### config.mk
export PLATFORM = sky130hd
export DESIGN_NAME = qau_sqrt_cell
export DESIGN_NICKNAME = d
export VERILOG_FILES = /design/src/rtl/qau_pkg.sv /design/src/rtl/qau_sqrt_cell.sv
export SDC_FILE = /design/constraint.sdc
export NUM_CORES = 1
export LEC_CHECK = 0
export BUFFER_PORTS_ARGS = -buffer_cell sky130_fd_sc_hd__buf_2
export CAP_MARGIN = 15
export CORE_ASPECT_RATIO = 0.9
export CORE_MARGIN = 2
export CORE_UTILIZATION = 46
export CTS_CLUSTER_DIAMETER = 200
export DETAILED_ROUTE_END_ITERATION = 10
export GPL_TIMING_DRIVEN = 0
export HOLD_SLACK_MARGIN = 0.08
export PLACE_DENSITY = 0.75
export SYNTH_ARGS = -nofsm -noshare
export SYNTH_HDL_FRONTEND = slang
export SYNTH_SLANG_ARGS = --single-unit
export TNS_END_PERCENT = 20
### constraint.sdc
create_clock -name clk -period 3.4 [get_ports clk]
set_input_delay 0.51 -clock clk [delete_from_list [all_inputs] [get_ports clk]]
set_output_delay 0.51 -clock clk [all_outputs]
set_load 0.01 [all_outputs]
### src/rtl/qau_pkg.sv
// ----------------------------------------------------------------------------
// qau_pkg
// Shared types, widths and codes for the quaternion arithmetic unit.
// ----------------------------------------------------------------------------
package qau_pkg;

    localparam int DATA_W    = 32;
    localparam int FRAC_BITS = 16;
    localparam int RES_W     = (DATA_W < 32) ? DATA_W : 32;

    // b may be conjugated, so operands carry one extra bit
    localparam int OPD_W  = DATA_W + 1;
    localparam int SUM_W  = 2 * OPD_W;
    localparam int HI_W   = SUM_W - FRAC_BITS;
    localparam int SQ_W   = 2 * DATA_W + 1;
    localparam int DEN_W  = SQ_W - FRAC_BITS;
    localparam int ROOT_W = DATA_W + 1;
    localparam int DIVD_W = HI_W + FRAC_BITS;
    localparam int QUO_W  = RES_W;

    typedef enum logic [2:0] {
        CMD_MUL   = 3'd0,
        CMD_DIV   = 3'd1,
        CMD_NORM  = 3'd2,
        CMD_CONJ  = 3'd3,
        CMD_INV   = 3'd4,
        CMD_MAG   = 3'd5,
        CMD_MAGSQ = 3'd6
    } cmd_t;

    typedef enum logic [1:0] {
        ST_OK   = 2'd0,
        ST_ZERO = 2'd1,
        ST_SAT  = 2'd2
    } status_t;

    typedef struct packed {
        logic [2:0]               cmd;
        logic signed [DATA_W-1:0] a_w;
        logic signed [DATA_W-1:0] a_x;
        logic signed [DATA_W-1:0] a_y;
        logic signed [DATA_W-1:0] a_z;
        logic signed [DATA_W-1:0] b_w;
        logic signed [DATA_W-1:0] b_x;
        logic signed [DATA_W-1:0] b_y;
        logic signed [DATA_W-1:0] b_z;
    } qau_in_t;

    typedef struct packed {
        logic signed [RES_W-1:0] r_w;
        logic signed [RES_W-1:0] r_x;
        logic signed [RES_W-1:0] r_y;
        logic signed [RES_W-1:0] r_z;
        logic [1:0]              status;
    } qau_out_t;

    // front end to root chain: products already summed and floored
    typedef struct packed {
        logic [2:0]                 cmd;
        logic [3:0][DATA_W-1:0]     a;
        logic [3:0][HI_W-1:0]       h;
        logic [SQ_W-1:0]            sq;
    } qau_mid_t;

endpackage

### src/rtl/qau_sqrt_cell.sv
// ----------------------------------------------------------------------------
// qau_sqrt_cell
// One bit of a digit-by-digit integer square root.
// ----------------------------------------------------------------------------
module qau_sqrt_cell #(
    parameter int STEP = 0
) (
    input  logic                         clk,
    input  logic [qau_pkg::SQ_W-1:0]     rem_in,
    input  logic [qau_pkg::ROOT_W-1:0]   root_in,
    output logic [qau_pkg::SQ_W-1:0]     rem_out,
    output logic [qau_pkg::ROOT_W-1:0]   root_out
);

    localparam int SW = qau_pkg::SQ_W;
    localparam int RW = qau_pkg::ROOT_W;
    localparam int TW = SW + 2;

    logic [SW-1:0] rem_reg;
    logic [SW-1:0] rem_next;
    logic [RW-1:0] root_reg;
    logic [RW-1:0] root_next;
    logic [TW-1:0] trial;

    // (root + 2^k)^2 - root^2; the two terms never overlap
    always_comb
    begin
        trial = (TW'(root_in) << (STEP + 1)) | (TW'(1) << (2 * STEP));
        if (trial <= TW'(rem_in))
        begin
            rem_next  = rem_in - trial[SW-1:0];
            root_next = root_in | (RW'(1) << STEP);
        end
        else
        begin
            rem_next  = rem_in;
            root_next = root_in;
        end
    end

    always_ff @(posedge clk)
    begin
        rem_reg  <= rem_next;
        root_reg <= root_next;
    end

    assign rem_out  = rem_reg;
    assign root_out = root_reg;

endmodule

Yosys cells after proc, flatten, opt, wreduce, memory -nomap -nowiden
Cells that the tools add are included.
{"block": "word_totals", "input_bits": 99, "out_inout_bits": 98, "ff_bits": 98, "word_cells": 6}
{"block": "op_classes", "n_mux": 1, "magnitude_cmp": 1, "add_sub_neg": 1}
{"cell": "less-or-equal comparator 34 x 65 -> 1 bit", "count": 1}
{"cell": "two-way mux 65 bit", "count": 1}
{"cell": "subtractor 65 x 34 -> 65 bit", "count": 1}

Logic depth before layout (Yosys ltp)
{"block": "depth", "ltp_word": 2, "depth_mapped": 13, "ltp_nobuf": 10}

Worst setup path after synthesis
Ideal clock, no wire load.
{"block": "synth_timing", "kind": "input port to flip-flop", "start": "input port root_in[7] (netlist name)", "end": "register rem_reg[10], in the netlist rem_out[10]", "path_stages": 12, "required_ns": 3.279, "path_buffers": 2, "setup_time_ns": 0.121, "path_slack_ns": 0.100, "t_arrival_ns": 3.178, "cell_sequence": "inv_1 -> ha_1 -> a2111oi_0 -> o21ai_1 -> a31oi_1 -> o21ai_1 -> a21oi_1 -> o41ai_1 -> a2111oi_2 -> buf_6 -> buf_6 -> mux2_4"}
{"block": "synth_between", "elab_chain_cells": 2, "elab_cells_between_ends": 3, "cone_classes": "add/sub (1); order compare (1); mux (1)"}
{"item": "from (decl)", "line": "qau_sqrt_cell.sv:10", "source": "input logic [qau_pkg::ROOT_W-1:0] root_in,"}
{"item": "subtractor 65 x 34 -> 65 bit / less-or-equal comparator 34 x 65 -> 1 bit (equally long branches)", "line": "qau_sqrt_cell.sv:31, qau_sqrt_cell.sv:29"}
{"item": "two-way mux 65 bit *", "line": "qau_sqrt_cell.sv:29", "source": "if (trial <= TW'(rem_in))"}
{"item": "named net rem_next[10]", "line": "qau_sqrt_cell.sv:20", "source": "logic [SW-1:0] rem_next;"}
{"item": "to (signal assigned)", "line": "qau_sqrt_cell.sv:43", "source": "rem_reg <= rem_next;"}
{"item": "to (decl)", "line": "qau_sqrt_cell.sv:19", "source": "logic [SW-1:0] rem_reg;"}
The timed path passes the listed nets; every way through them passes the cells marked *.
A chain may end at the register's enable or synchronous reset.

Final worst setup path
{"block": "layout_timing", "start": "input port root_in[22] (netlist name)", "end": "register rem_reg[25], in the netlist rem_out[25]"}
Same word-level chain as after synthesis.

==> out/metrics.yaml <==
run_status:
  status: "completed"
detailed_routing:
  drtIter0Drc: 377
  via_per_inst: 5.37
  wirelength_mm: 15.6
  wl_per_cell_um: 15.4
  ant_nets: 0
  num_vias: 5463
  dr.pass1.iters: 5
  drc: 0
logic_synthesis:
  synth_area_sq_um: 5610
  synthFlopType: "dfxtp_1"
  async_flop_share_pct: 0
  synth_top_area_share_pct: 35.0
  syn_inst: 647
  ys_seq_area_share_pct: 35.0
  synth_edf_count: 0
  synth.avg_cell_area_sq_um: 8.66
  yosysTopAreaCell: "dfxtp_1"
  yosys-top-cells-area: "dfxtp_1, ha_1, mux2_4"
  ys_ff_latch: 98
  yosys_warnings: 0
  syn_nets: 781
  synth_cell_types: 63
die:
  die_height_um: 109
  start_util_pct: 46.8
  io_pins: 197
  rows: 38
  die_w_um: 120
  core_region_area_sq_um: 12000
  fp.dieArea_sq_um: 13100
timing:
  period_share_pct: 96.4
  min_period_ns: 3.28
  holdWs_ns: 0.267
  relSlewSlack_pct: 50.8
  worst_pin_slew_ns: 0.731
  fmax_ghz: 0.305
  finalSetupViolCount: 0
  rsz0062_at_grt: "no"
  report.final.slew_viol_count: 0
  hold_viol_final: 0
  setup_ws_ns: 0.122
worst_hold_path:
  hold_depth: 1
  min_to: "root_out[10]$_DFF_P_"
  hp-start: "root_in[10]"
  hold_class: "in -> reg"
clock_network:
  tritoncts: "yes"
  hold_buffers: 0
  cts-buffers-inserted: 9
  clock-root-buffer: "clkbuf_16"
  cts_sinks: 98
  cts_buffer_depth: 2
  cts.htree.levels: 3
  clk_pin_slew_ns: 0.06
worst_setup_path:
  cpPeakStageDelay_ns: 0.49
  crit_path_cell_trace: "buf_2 -> inv_1 -> ha_2 -> nand2_1 -> or4_1 -> or4_4 -> or4_4 -> nand3_2 -> a2111oi_2 -> buf_4 -> buf_8 -> buf_12 -> mux2_4"
  crit_family: "simple AND/OR/NAND/NOR gates"
  crit_type: "in -> reg"
  worstPathArrival_ns: 3.51
  path_common_cell: "or4_4"
  end_kind: "register"
  crit_cells: 13
  path_buf_inv: 5
  cp_max_fo: 10
  cp.required_ns: 3.63
  slowest_stage: "or4_4"
  worstSetupStartpointType: "input pin"
global_routing:
  grt_usage_pct: 23.4
  antenna_found_initial: 0
  grt_max_degree: 15
  grt_pass1_wl_mm: 24.2
  overflow: 0
  grt_pass1_vias: 4955
final_layout:
  final_cell_area_sq_um: 7190
  layout-drive-gt1-share_pct: 31.9
  final_core_util_pct: 60.0
  n_fill_cell: 1118
  area_delta_synth_final_pct: 28.3
  nets: 986
  num_antenna_cells: 0
power:
  p_int_mw: 2.30
  power.share.sequential_pct: 40.5
  max-vdd-ir-drop_uv: 369
  power.leakage_nw: 3.28
  power_frac_clock_pct: 31.7
  p_sw_share_pct: 28.8
  powerDensity_nw_per_um2: 450
  p_sw_mw: 0.930
  combPwrFrac_pct: 27.8
run:
  drv_cap: 0
place:
  pre_cts_slack_ns: -0.790
  hpwl_mm: 12.3
  gp_congestion: 0.915
  port_buffers: 194
  placed_cell_area_sq_um: 6780
==> cell families after synthesis <==
logic type / Yosys count / share of synthesized area (%)
mux: 34 / 8.15
flops: 98 / 35.0
buf+inv: 73 / 5.45
simple gates: 205 / 18.6
compound gates: 152 / 17.0
fa+ha+maj: 35 / 7.95
xor+xnor: 50 / 7.81
==> cell usage after synthesis, types with 11 or more instances <==
| cell type | instances |
|---|---|
| nand4_1 | 12 |
| nand3_1 | 14 |
| mux2_4 | 20 |
| nor2_1 | 59 |
| dfxtp_1 | 98 |
| inv_1 | 44 |
| a21o_1 | 11 |
| nor3_1 | 13 |
| clkbuf_1 | 19 |
| xor2_1 | 25 |
| nand2_1 | 48 |
| a21oi_1 | 51 |
| xnor2_1 | 25 |
| ha_1 | 34 |
| o21ai_0 | 31 |
| mux2_2 | 13 |
==> cell type report <==
cell class	instances	area (sq um)	share of cell area [%]
tap	160	200	2.78
clock buffer	14	264	3.67
sequential	98	1960	27.3
timing repair buffer	196	986	13.7
buffer	27	164	2.28
inverter	44	165	2.30
multi-input combinational	476	3410	47.5
clock inverter	2	35.0	0.487
==> worst max-delay path by stage <==
stage                start                  end  slack, ns
3_3_place_gp     rem_in[8]  rem_out[51]$_DFF_P_      -0.70
4_1_cts          rem_in[8]  rem_out[25]$_DFF_P_      0.006
3_5_place_dp     rem_in[8]  rem_out[51]$_DFF_P_      -0.79
5_1_grt        root_in[11]  rem_out[23]$_DFF_P_      0.009
6_report       root_in[22]  rem_out[25]$_DFF_P_       0.12
2_1_floorplan   root_in[7]  rem_out[10]$_DFF_P_       0.10
==> sequential cells by signal, indices dropped and copies added, names as in the netlist <==
| register | count |
|---|---|
| rem_out | 65 |
| root_out | 33 |
==> stage by stage <==
step	cells	setup TNS [ns]	total power, mW
after floorplan	647	0	1.89
after global placement	1001	-40.50	2.20
after detailed placement	1001	-45.86	2.21
after CTS	1018	0	3.24
after global routing	1017	0	3.39
final	1017	0	3.23
==> layer usage <==
layer / vias to the layer above / wire [um] / track usage [%] / part of all wire (%)
met2: 219 / 7030 / 37.9 / 45
met3: 15 / 1250 / 6.12 / 8.0
li1: 2714 / - / - / -
met4: 0 / 178 / 5.48 / 1.1
met5: - / 0 / 0 / 0
met1: 2515 / 7150 / 31.2 / 46
==> cell usage in the layout, fill, tap and decap left out, drive strengths merged, types with 25 or more instances in the layout <==
| master | netlist | layout |
|---|---|---|
| mux2 | 33 | 33 |
| nand2 | 48 | 48 |
| clkbuf | 20 | 31 |
| inv | 44 | 44 |
| nor2 | 59 | 59 |
| dfxtp | 98 | 98 |
| buf | 9 | 206 |
| xor2 | 25 | 25 |
| ha | 34 | 34 |
| xnor2 | 25 | 25 |
| a21oi | 51 | 51 |
| o21ai | 33 | 33 |
==> repair_timing <==
| item | CTS | global route |
|---|---|---|
| pin swaps | 2 | 5 |
| setup buffers | 1 | 2 |
| endpoints found under the setup margin | 65 | 56 |
| resized for setup | 4 | 26 |
==> power groups by stage <==
stage	clock network, mW	registers [mW]	logic (mW)
after floorplan	0	1.42	0.477
after global placement	0	1.34	0.859
after detailed placement	0	1.34	0.869
after CTS	1.05	1.31	0.881
after global routing	1.09	1.32	0.984
final	1.03	1.31	0.898
(Power assumes the default switching activity.)
