<file path="config.mk">
export PLATFORM = sky130hd
export DESIGN_NAME = qau_div_cell
export DESIGN_NICKNAME = d
export VERILOG_FILES = /design/src/rtl/qau_pkg.sv /design/src/rtl/qau_div_cell.sv
export SDC_FILE = /design/constraint.sdc
export NUM_CORES = 1
export LEC_CHECK = 0
export ABC_AREA = 1
export BUFFER_PORTS_ARGS = -buffer_cell sky130_fd_sc_hd__buf_2
export CAP_MARGIN = 0
export CELL_PAD_IN_SITES_DETAIL_PLACEMENT = 0
export CELL_PAD_IN_SITES_GLOBAL_PLACEMENT = 1
export CORE_MARGIN = 3
export CORE_UTILIZATION = 30
export DETAILED_ROUTE_END_ITERATION = 7
export PLACE_DENSITY = 0.69
export SLEW_MARGIN = 20
export SYNTH_ARGS = -nofsm -noshare
export SYNTH_HDL_FRONTEND = slang
export SYNTH_SLANG_ARGS = --single-unit
</file>
<file path="constraint.sdc">
create_clock -name clk -period 2.5 [get_ports clk]
set_clock_uncertainty 0.2 [all_clocks]
set_input_delay 0.125 -clock clk [delete_from_list [all_inputs] [get_ports clk]]
set_output_delay 0.125 -clock clk [all_outputs]
set_load 0.005 [all_outputs]
</file>
<file path="src/rtl/qau_pkg.sv">
// ----------------------------------------------------------------------------
// qau_pkg
// Shared types, widths and codes for the quaternion arithmetic unit.
// ----------------------------------------------------------------------------
package qau_pkg;

    localparam int DATA_W    = 32;
    localparam int FRAC_BITS = 16;
    localparam int RES_W     = (DATA_W < 32) ? DATA_W : 32;

    // b may be conjugated, so operands carry one extra bit
    localparam int OPD_W  = DATA_W + 1;
    localparam int SUM_W  = 2 * OPD_W;
    localparam int HI_W   = SUM_W - FRAC_BITS;
    localparam int SQ_W   = 2 * DATA_W + 1;
    localparam int DEN_W  = SQ_W - FRAC_BITS;
    localparam int ROOT_W = DATA_W + 1;
    localparam int DIVD_W = HI_W + FRAC_BITS;
    localparam int QUO_W  = RES_W;

    typedef enum logic [2:0] {
        CMD_MUL   = 3'd0,
        CMD_DIV   = 3'd1,
        CMD_NORM  = 3'd2,
        CMD_CONJ  = 3'd3,
        CMD_INV   = 3'd4,
        CMD_MAG   = 3'd5,
        CMD_MAGSQ = 3'd6
    } cmd_t;

    typedef enum logic [1:0] {
        ST_OK   = 2'd0,
        ST_ZERO = 2'd1,
        ST_SAT  = 2'd2
    } status_t;

    typedef struct packed {
        logic [2:0]               cmd;
        logic signed [DATA_W-1:0] a_w;
        logic signed [DATA_W-1:0] a_x;
        logic signed [DATA_W-1:0] a_y;
        logic signed [DATA_W-1:0] a_z;
        logic signed [DATA_W-1:0] b_w;
        logic signed [DATA_W-1:0] b_x;
        logic signed [DATA_W-1:0] b_y;
        logic signed [DATA_W-1:0] b_z;
    } qau_in_t;

    typedef struct packed {
        logic signed [RES_W-1:0] r_w;
        logic signed [RES_W-1:0] r_x;
        logic signed [RES_W-1:0] r_y;
        logic signed [RES_W-1:0] r_z;
        logic [1:0]              status;
    } qau_out_t;

    // front end to root chain: products already summed and floored
    typedef struct packed {
        logic [2:0]                 cmd;
        logic [3:0][DATA_W-1:0]     a;
        logic [3:0][HI_W-1:0]       h;
        logic [SQ_W-1:0]            sq;
    } qau_mid_t;

endpackage

</file>
<file path="src/rtl/qau_div_cell.sv">
// ----------------------------------------------------------------------------
// qau_div_cell
// One quotient bit of a restoring unsigned divider.
// ----------------------------------------------------------------------------
module qau_div_cell #(
    parameter int STEP = 0
) (
    input  logic                         clk,
    input  logic [qau_pkg::DIVD_W-1:0]   rem_in,
    input  logic [qau_pkg::DEN_W-1:0]    den,
    input  logic [qau_pkg::QUO_W-1:0]    q_in,
    output logic [qau_pkg::DIVD_W-1:0]   rem_out,
    output logic [qau_pkg::QUO_W-1:0]    q_out
);

    localparam int DW = qau_pkg::DIVD_W;
    localparam int QW = qau_pkg::QUO_W;

    logic [DW-1:0] rem_reg;
    logic [DW-1:0] rem_next;
    logic [QW-1:0] q_reg;
    logic [QW-1:0] q_next;
    logic          ge;

    // rem >= den<<k is the same test as rem>>k >= den
    always_comb
    begin
        ge = (rem_in >> STEP) >= DW'(den);
        if (ge)
        begin
            rem_next = rem_in - (DW'(den) << STEP);
            q_next   = q_in | (QW'(1) << STEP);
        end
        else
        begin
            rem_next = rem_in;
            q_next   = q_in;
        end
    end

    always_ff @(posedge clk)
    begin
        rem_reg <= rem_next;
        q_reg   <= q_next;
    end

    assign rem_out = rem_reg;
    assign q_out   = q_reg;

endmodule

</file>
# == Word level (Yosys, flattened, before mapping) ==
# Cells that the tools add are included.
# classes
n_lt_le_gt_ge,1
add_sub_neg,1
n_div,0
bitwise,0
mux,1
n_reduce_logical,0
eq_ne,0
n_shift,0
multipliers,0
# op_table
cell,count
>= comparator 66 x 49 -> 1 bit,1
two-way mux 66 bit,1
subtractor 66 x 49 -> 66 bit,1
# totals
reg_bits,98
ramBits,0
elab_cells,6
output_inout_bits,98
in_bits,148
latch_bits,0
rom_bits,0
mem_count,0

# == Depth between registers and ports, before layout ==
# Gate-level depths: netlist of the first run.
# logic_depth
depth_word,2
ltp_mapped,18

# == Worst setup path after synthesis of the first run ==
# OpenSTA, ideal clock, no wires.
# synth_timing
path_kind,input-to-reg
startpoint,input rem_in[0] (netlist bit)
endpoint,"register rem_reg[17], in the netlist rem_out[17]"
arrival_ps,1753
stages,15
setup_time_ps,118
t_required_ps,2182
slack_ps,429
n_path_buf,1
path_cell_list,inv_1 > ha_1 > inv_1 > fa_1 > nand3_1 > nand3_2 > nand2_1 > nand2_1 > nand2_1 > nand2_2 > nand2_2 > nand2_4 > inv_4 > buf_6 > o21ai_2
# synth_via
elab_chain_len,2
# synth_lines
element,line_no,text
"start, declared",qau_div_cell.sv:9,"input logic [qau_pkg::DIVD_W-1:0] rem_in,"
subtractor 66 x 49 -> 66 bit or >= comparator 66 x 49 -> 1 bit (tied branches),"qau_div_cell.sv:31, qau_div_cell.sv:28",
two-way mux 66 bit *,qau_div_cell.sv:29,if (ge)
named net rem_next[17],qau_div_cell.sv:20,logic [DW-1:0] rem_next;
"end signal, assigned",qau_div_cell.sv:43,rem_reg <= rem_next;
"end, declared",qau_div_cell.sv:19,logic [DW-1:0] rem_reg;
# The timed path passes the listed nets; every way through them passes the cells marked *.
# A chain may end at the register's enable or synchronous reset.

# == Final worst setup path of the first run ==
# layout_timing
startpoint,input rem_in[56] (netlist bit)
endpoint,"register rem_reg[35], in the netlist rem_out[35]"
# layout_via
elab_chain_len,2
# layout_lines
element,line_no,text
>= comparator 66 x 49 -> 1 bit,qau_div_cell.sv:28,ge = (rem_in >> STEP) >= DW'(den);
two-way mux 66 bit,qau_div_cell.sv:29,
named net rem_next[35],qau_div_cell.sv:20,
# The timed path passes the listed nets, and every way through them passes these cells.

==> impl_metrics.csv, run 1 <==
group,metric,value,unit
run_status,failed_checks,"negative hold slack",
final_layout,final_cell_area,11700,µm²
clock_network,cts.sinks,98,
floorplanning,fp.dieH,169.8,µm
critical_path,crit_path_end_kind,"register",
clock_network,postCtsSetupBuffers,0,
critical_path,timing.critical_path.buf_inv,6,
global_routing,gr-total-overflow,0,
critical_path,start_kind,"input pin",
synthesis,synth_seq_area_share,24.38,%
sta,slew_violations,0,
power,cellPowerDensity,459.3,nW/µm²
power,peakVddDrop,0.2635,mV
synthesis,yosysMostFrequentCell,"nand2_1",
detailed_routing,drtPass1Iterations,5,
synthesis,synth_cells,1376,
detailed_routing,postRouteAntennaNets,0,
synthesis,synth_common_cells,"nand2_1 (513), inv_1 (276), nor2_1 (110), dfxtp_1 (98), nand3_1 (70)",
floorplanning,coreArea,26210,µm²
detailed_routing,detail_route.wl_per_cell,16.78,µm
floorplanning,die_area,28830,µm²
placement,dp.cells,2042,
clock_network,cts_max_level,3,
critical_path,crit_top_cell,"nand2_1",
critical_path,path_class,"input pin to register",
detailed_routing,vias_per_cell,4.593,
detailed_routing,num_vias,9902,
hold_path,min_to,"rem_out[1]",
sta,min_period_over_period,93.07,%
final_layout,layout.nets,2014,
global_routing,gr-max-usage-layer,"met2",
clock_network,root_buffer,"clkbuf_16",
critical_path,required,2.62,ns
detailed_routing,routed_wl,36190,µm
global_routing,grt_pass1_vias,9617,
synthesis,synth_edf_count,0,
final_layout,syn2layout_area_growth,45.32,%
clock_network,clkSlewWorstSetupHoldPaths,0.08,ns
global_routing,grt_use_met3,3.657,%
critical_path,crit_arrival,2.44,ns
global_routing,antenna_found_initial,0,
global_routing,grt_usage,24.21,%
synthesis,yosys-top-cells-area,"dfxtp_1 (24%), nand2_1 (24%), inv_1 (13%)",
synthesis,yosysTopAreaCell,"dfxtp_1",
floorplanning,fp-row-count,59,
hold_path,hold_start,"rem_in[1]",
synthesis,ys_ff_latch,98,
sta,period_minus_slack,2.327,ns
placement,place_area,10360,µm²
critical_path,cp_slowest_cell,"dlygate4sd3_1",
power,power.leakage,6.577,nW
global_routing,grt_use_met2,40.15,%
floorplanning,io_pins,246,
critical_path,path_delay_family,"buffers and inverters",
clock_network,cts.path.max_buffers,2,
placement,gp_congestion,0.9476,
critical_path,critPathMaxStageDelay,0.53,ns
clock_network,numCtsBuffers,9,
critical_path,crit_chain,"dlygate4sd3_1 -> buf_2 -> nor2_1 -> nand2_1 -> nor2_1 -> inv_1 -> nor3_1 -> buf_4 -> nand2_1 -> nor2_4 -> nand2_4 -> inv_6 -> clkbuf_16 -> nand2_1 -> nand2_1",
placement,io_buffer_count,245,
final_layout,diodes,0,
synthesis,ys_types,35,
final_layout,seqCellArea,1962,µm²
final_layout,final_cells,2156,
sta,setup_viol,0,
critical_path,cp_max_fo,18,
hold_path,hp-class,"input pin to register",
sta,holdWs,-0.02182,ns
job,max_cap_violations,0,
run_status,status,"finished, violations left",
floorplanning,start_util,30.71,%
final_layout,drive_gt1_share,22.95,%
detailed_routing,first_iter_violations,601,
synthesis,synthArstFlopShare,0,%
floorplanning,die_w,169.8,µm
sta,max_freq,0.4298,GHz
global_routing,grt_first_pass_wirelength,53130,µm
hold_path,hold_depth,4,
final_layout,fillers,2882,
global_routing,grt_max_degree,37,
synthesis,yosysTopAreaCellShare,24.38,%
synthesis,synth_fp_nets,1574,
global_routing,grtUsageMet1,32.80,%
final_layout,multi_input_area,4930,µm²
sta,hold_violations,1,
clock_network,cts_tree,"built",
sta,tightestPinTransition,0.4585,ns
sta,slew_headroom,69.11,%
synthesis,yosysWarningCount,0,
detailed_routing,drc,0,
synthesis,synth_area,8048,µm²
synthesis,synth_flop_cell,"dfxtp_1",
synthesis,synth.avg_cell_area,5.849,µm²
placement,detailed_place_hpwl,30470,µm
==> final cells by class <==
type | instances | share of cell area [%]
Clock inverter | 7 | 0.6526
Sequential cell | 98 | 16.78
Inverter | 282 | 9.094
Multi-Input combinational cell | 985 | 42.15
Tap cell | 335 | 3.584
Timing Repair Buffer | 440 | 25.82
Clock buffer | 9 | 1.926
==> registers in the layout, indices dropped and copies added (netlist names) <==
name	count
q_out	32
rem_out	66
==> logic make-up (layout without fill, tap and decap cells) <==
family | after synthesis | after routing | synth area share (%)
flip-flops | 98 | 98 | 24.38
AO/OA/AOI/OAI | 140 | 140 | 10.56
buffers and inverters | 293 | 738 | 14.55
adder cells (fa/ha/maj) | 50 | 50 | 7.867
XOR/XNOR | 32 | 32 | 3.483
AND/OR/NAND/NOR | 763 | 763 | 39.16
==> worst max-delay path by stage <==
stage,startpoint,to,cells after the start
detailed placement,rem_in[0],rem_out[56],19
global placement,rem_in[37],rem_out[38],12
global route,rem_in[56],rem_out[35],15
floorplan,rem_in[0],rem_out[17],15
finish,rem_in[56],rem_out[35],15
CTS,rem_in[50],rem_out[14],16
==> metrics by stage <==
| step | worst slack [ns] | utilization [%] | total power, mW | setup TNS (ns) |
|---|---|---|---|---|
| 6_report | 0.1733 | 44.63 | 5.372 | 0 |
| 3_5_place_dp | -0.007915 | 39.54 | 3.800 | -0.01217 |
| 3_3_place_gp | 0.003642 | 39.54 | 3.799 | 0 |
| 5_1_grt | -0.007810 | 44.63 | 5.718 | -0.01338 |
| 2_1_floorplan | 0.4293 | - | 2.881 | 0 |
| 4_1_cts | 0.1337 | 44.24 | 5.438 | 0 |
==> cells in the final DEF, fill, tap and decap left out, types with 13 or more instances in the layout <==
cell           count
a21oi_1           61
nand4_1           20
o21ai_0           31
nor3_1            13
ha_1              49
dlygate4sd3_1     96
inv_1            276
nand2_1          513
buf_2            245
xnor2_1           30
nand3_1           70
o21ai_2           31
dfxtp_1           98
nor2_1           108
buf_4             92
==> power breakdown <==
part | switching [mW] | internal, mW | total (mW)
clock network | 0.770 | 0.712 | 1.48
logic | 1.14 | 0.922 | 2.06
registers | 0.0543 | 1.78 | 1.83
==> repair_timing <==
action,CTS,global route
hold buffers,93,3
gates resized for setup,0,6
hold endpoints to repair,95,2
endpoints found under the setup margin,0,44
==> metal layers <==
metal	wire length, µm	vias to the layer above
li1	-	5092
met1	16870	4435
met2	16300	333
met3	2196	42
met4	820	0
met5	0	-
Power figures use the tool's default switching activity.
==> run 2: changes to the inputs <==
--- a/config.mk
+++ b/config.mk
@@ -13,6 +13,7 @@
 export CORE_MARGIN = 3
 export CORE_UTILIZATION = 30
 export DETAILED_ROUTE_END_ITERATION = 7
+export MAX_ROUTING_LAYER = met4
 export PLACE_DENSITY = 0.69
 export SLEW_MARGIN = 20
 export SYNTH_ARGS = -nofsm -noshare
==> impl_metrics.csv, run 2 (synthesis gave the netlist of run 1 again) <==
group,metric,value,unit
run_status,status,"finished, violations left",
run_status,failed_checks,"negative hold slack",
power,peakVddDrop,0.3616,mV
placement,io_buffer_count,245,
detailed_routing,dr_wl_met2,16680,µm
power,power.leakage,6.682,nW
critical_path,cp_max_fo,15,
detailed_routing,routed_wl,36020,µm
floorplanning,start_util,30.71,%
sta,slew_headroom,68.64,%
final_layout,multi_input_area,4996,µm²
critical_path,required,2.56,ns
detailed_routing,vias_per_cell,4.541,
detailed_routing,drc,0,
final_layout,layout.nets,2030,
global_routing,grt_usage,24.85,%
clock_network,numCtsBuffers,9,
final_layout,drive_gt1_share,24.39,%
final_layout,largest_reg_flops,66,
final_layout,mostFrequentLayoutCell,"nand2_1",
sta,period_minus_slack,2.391,ns
critical_path,path_delay_family,"buffers and inverters",
critical_path,timing.critical_path.buf_inv,5,
sta,slew_violations,0,
final_layout,diodes,0,
final_layout,syn2layout_area_growth,48.04,%
final_layout,fillers,2883,
detailed_routing,drtPass1Iterations,5,
clock_network,cts.sinks,98,
detailed_routing,wl_met1,16510,µm
clock_network,clkSlewWorstSetupHoldPaths,0.08,ns
sta,max_freq,0.4182,GHz
placement,gp_congestion,0.9521,
floorplanning,die_area,28830,µm²
sta,rsz0062_at_grt,"true",
final_layout,final_util,45.46,%
critical_path,crit_chain,"dlygate4sd3_1 -> buf_2 -> ha_4 -> inv_2 -> nor2_4 -> nand2_4 -> nor2_4 -> nand3_1 -> nor2_2 -> nand2_1 -> nand2_2 -> nor2_4 -> nand2_4 -> inv_8 -> clkbuf_16 -> nand2_1 -> o21ai_2",
global_routing,grt_max_degree,38,
sta,setup_viol,0,
critical_path,path_class,"input pin to register",
clock_network,cts.path.max_buffers,2,
sta,fin_tns_setup,0,ns
power,cellPowerDensity,455.2,nW/µm²
global_routing,antenna_found_initial,0,
detailed_routing,highest_layer,"met4",
clock_network,root_buffer,"clkbuf_16",
critical_path,crit_path_end_kind,"register",
floorplanning,fp.dieH,169.8,µm
floorplanning,coreArea,26210,µm²
detailed_routing,first_iter_violations,531,
critical_path,critPathMaxStageDelay,0.54,ns
clock_network,cts_max_level,3,
detailed_routing,num_vias,9862,
placement,detailed_place_hpwl,30240,µm
critical_path,cp_slowest_cell,"dlygate4sd3_1",
global_routing,grt_first_pass_wirelength,53230,µm
floorplanning,die_w,169.8,µm
job,max_cap_violations,0,
final_layout,seqCellArea,1962,µm²
sta,tightestPinTransition,0.4655,ns
global_routing,grt_pass1_vias,9684,
critical_path,crit_top_cell,"nor2_4",
final_layout,final_cell_mix,"nand2_1 (510), inv_1 (276), buf_2 (245), buf_4 (107), nor2_1 (103)",
hold_path,hp-class,"input pin to register",
detailed_routing,wl_met3,2264,µm
sta,min_period_over_period,95.64,%
floorplanning,fp-row-count,59,
floorplanning,io_pins,246,
sta,holdWs,-0.02293,ns
critical_path,start_kind,"input pin",
global_routing,gr-total-overflow,0,
detailed_routing,postRouteAntennaNets,0,
detailed_routing,detail_route.wl_per_cell,16.58,µm
sta,hold_violations,1,
clock_network,cts_tree,"built",
critical_path,crit_arrival,2.45,ns
## run 2: cell types whose count changed in the layout (fill, tap and decap cells not counted), moves of 2 or more
cell,delta
buf_4,+15
nor2_1,-5
a21oi_1,-4
a21oi_2,+4
inv_6,-4
nand2_1,-3
nor2_2,+3
inv_8,+2
nand2_2,+2
nor2_4,+2
## run 2: final timing paths
| kind | startpoint | endpoint | slack [ns] | cells past startpoint |
|---|---|---|---|---|
| worst max-delay path | rem_in[48] | rem_out[18] | 0.11 | 17 |
| worst min-delay path | rem_in[1] | rem_out[1] | -0.02 | 4 |
## run 2: final cells by class
type / instances / area share, %
Clock inverter: 7 / 0.7246
Clock buffer: 9 / 1.890
Multi-Input combinational cell: 985 / 41.93
Inverter: 282 / 8.948
Sequential cell: 98 / 16.47
Timing Repair Buffer: 456 / 26.52
Tap cell: 335 / 3.518
## run 2: report_power, final
| part | internal (mW) | switching [mW] | leakage (nW) |
|---|---|---|---|
| sequential | 1.78 | 0.0524 | 0.827 |
| combinational | 0.952 | 1.15 | 5.70 |
| clock | 0.718 | 0.774 | 0.150 |
## run 2: through the flow
step           total power, mW  cells  hold WS [ns]  setup slack (ns)  cell area, µm²
3_3_place_gp             3.825   2056       0.02734          -0.03356           10470
5_1_grt                  5.784   2172       0.02641          -0.01946           11910
3_5_place_dp             3.826   2056       0.02858          -0.07241           10470
4_1_cts                  5.481   2165       -0.2396          0.004391           11710
6_report                 5.423   2172      -0.02293            0.1089           11910
2_1_floorplan            2.881   1376      -0.04728            0.4293            8048
## run 2: timing repair
action / in CTS / in global routing
buffers inserted: 0 / 2
endpoints found under the hold margin: 95 / 2
hold buffers: 93 / 3
endpoints found under the setup margin: 0 / 60
resized for setup: 0 / 29
## run 2: per-layer routing
layer / up-vias / GRT usage, %
met4: 0 / 4.481
met1: 4426 / 32.77
met3: 29 / 3.145
met5: - / -
li1: 5129 / -
met2: 278 / 41.32
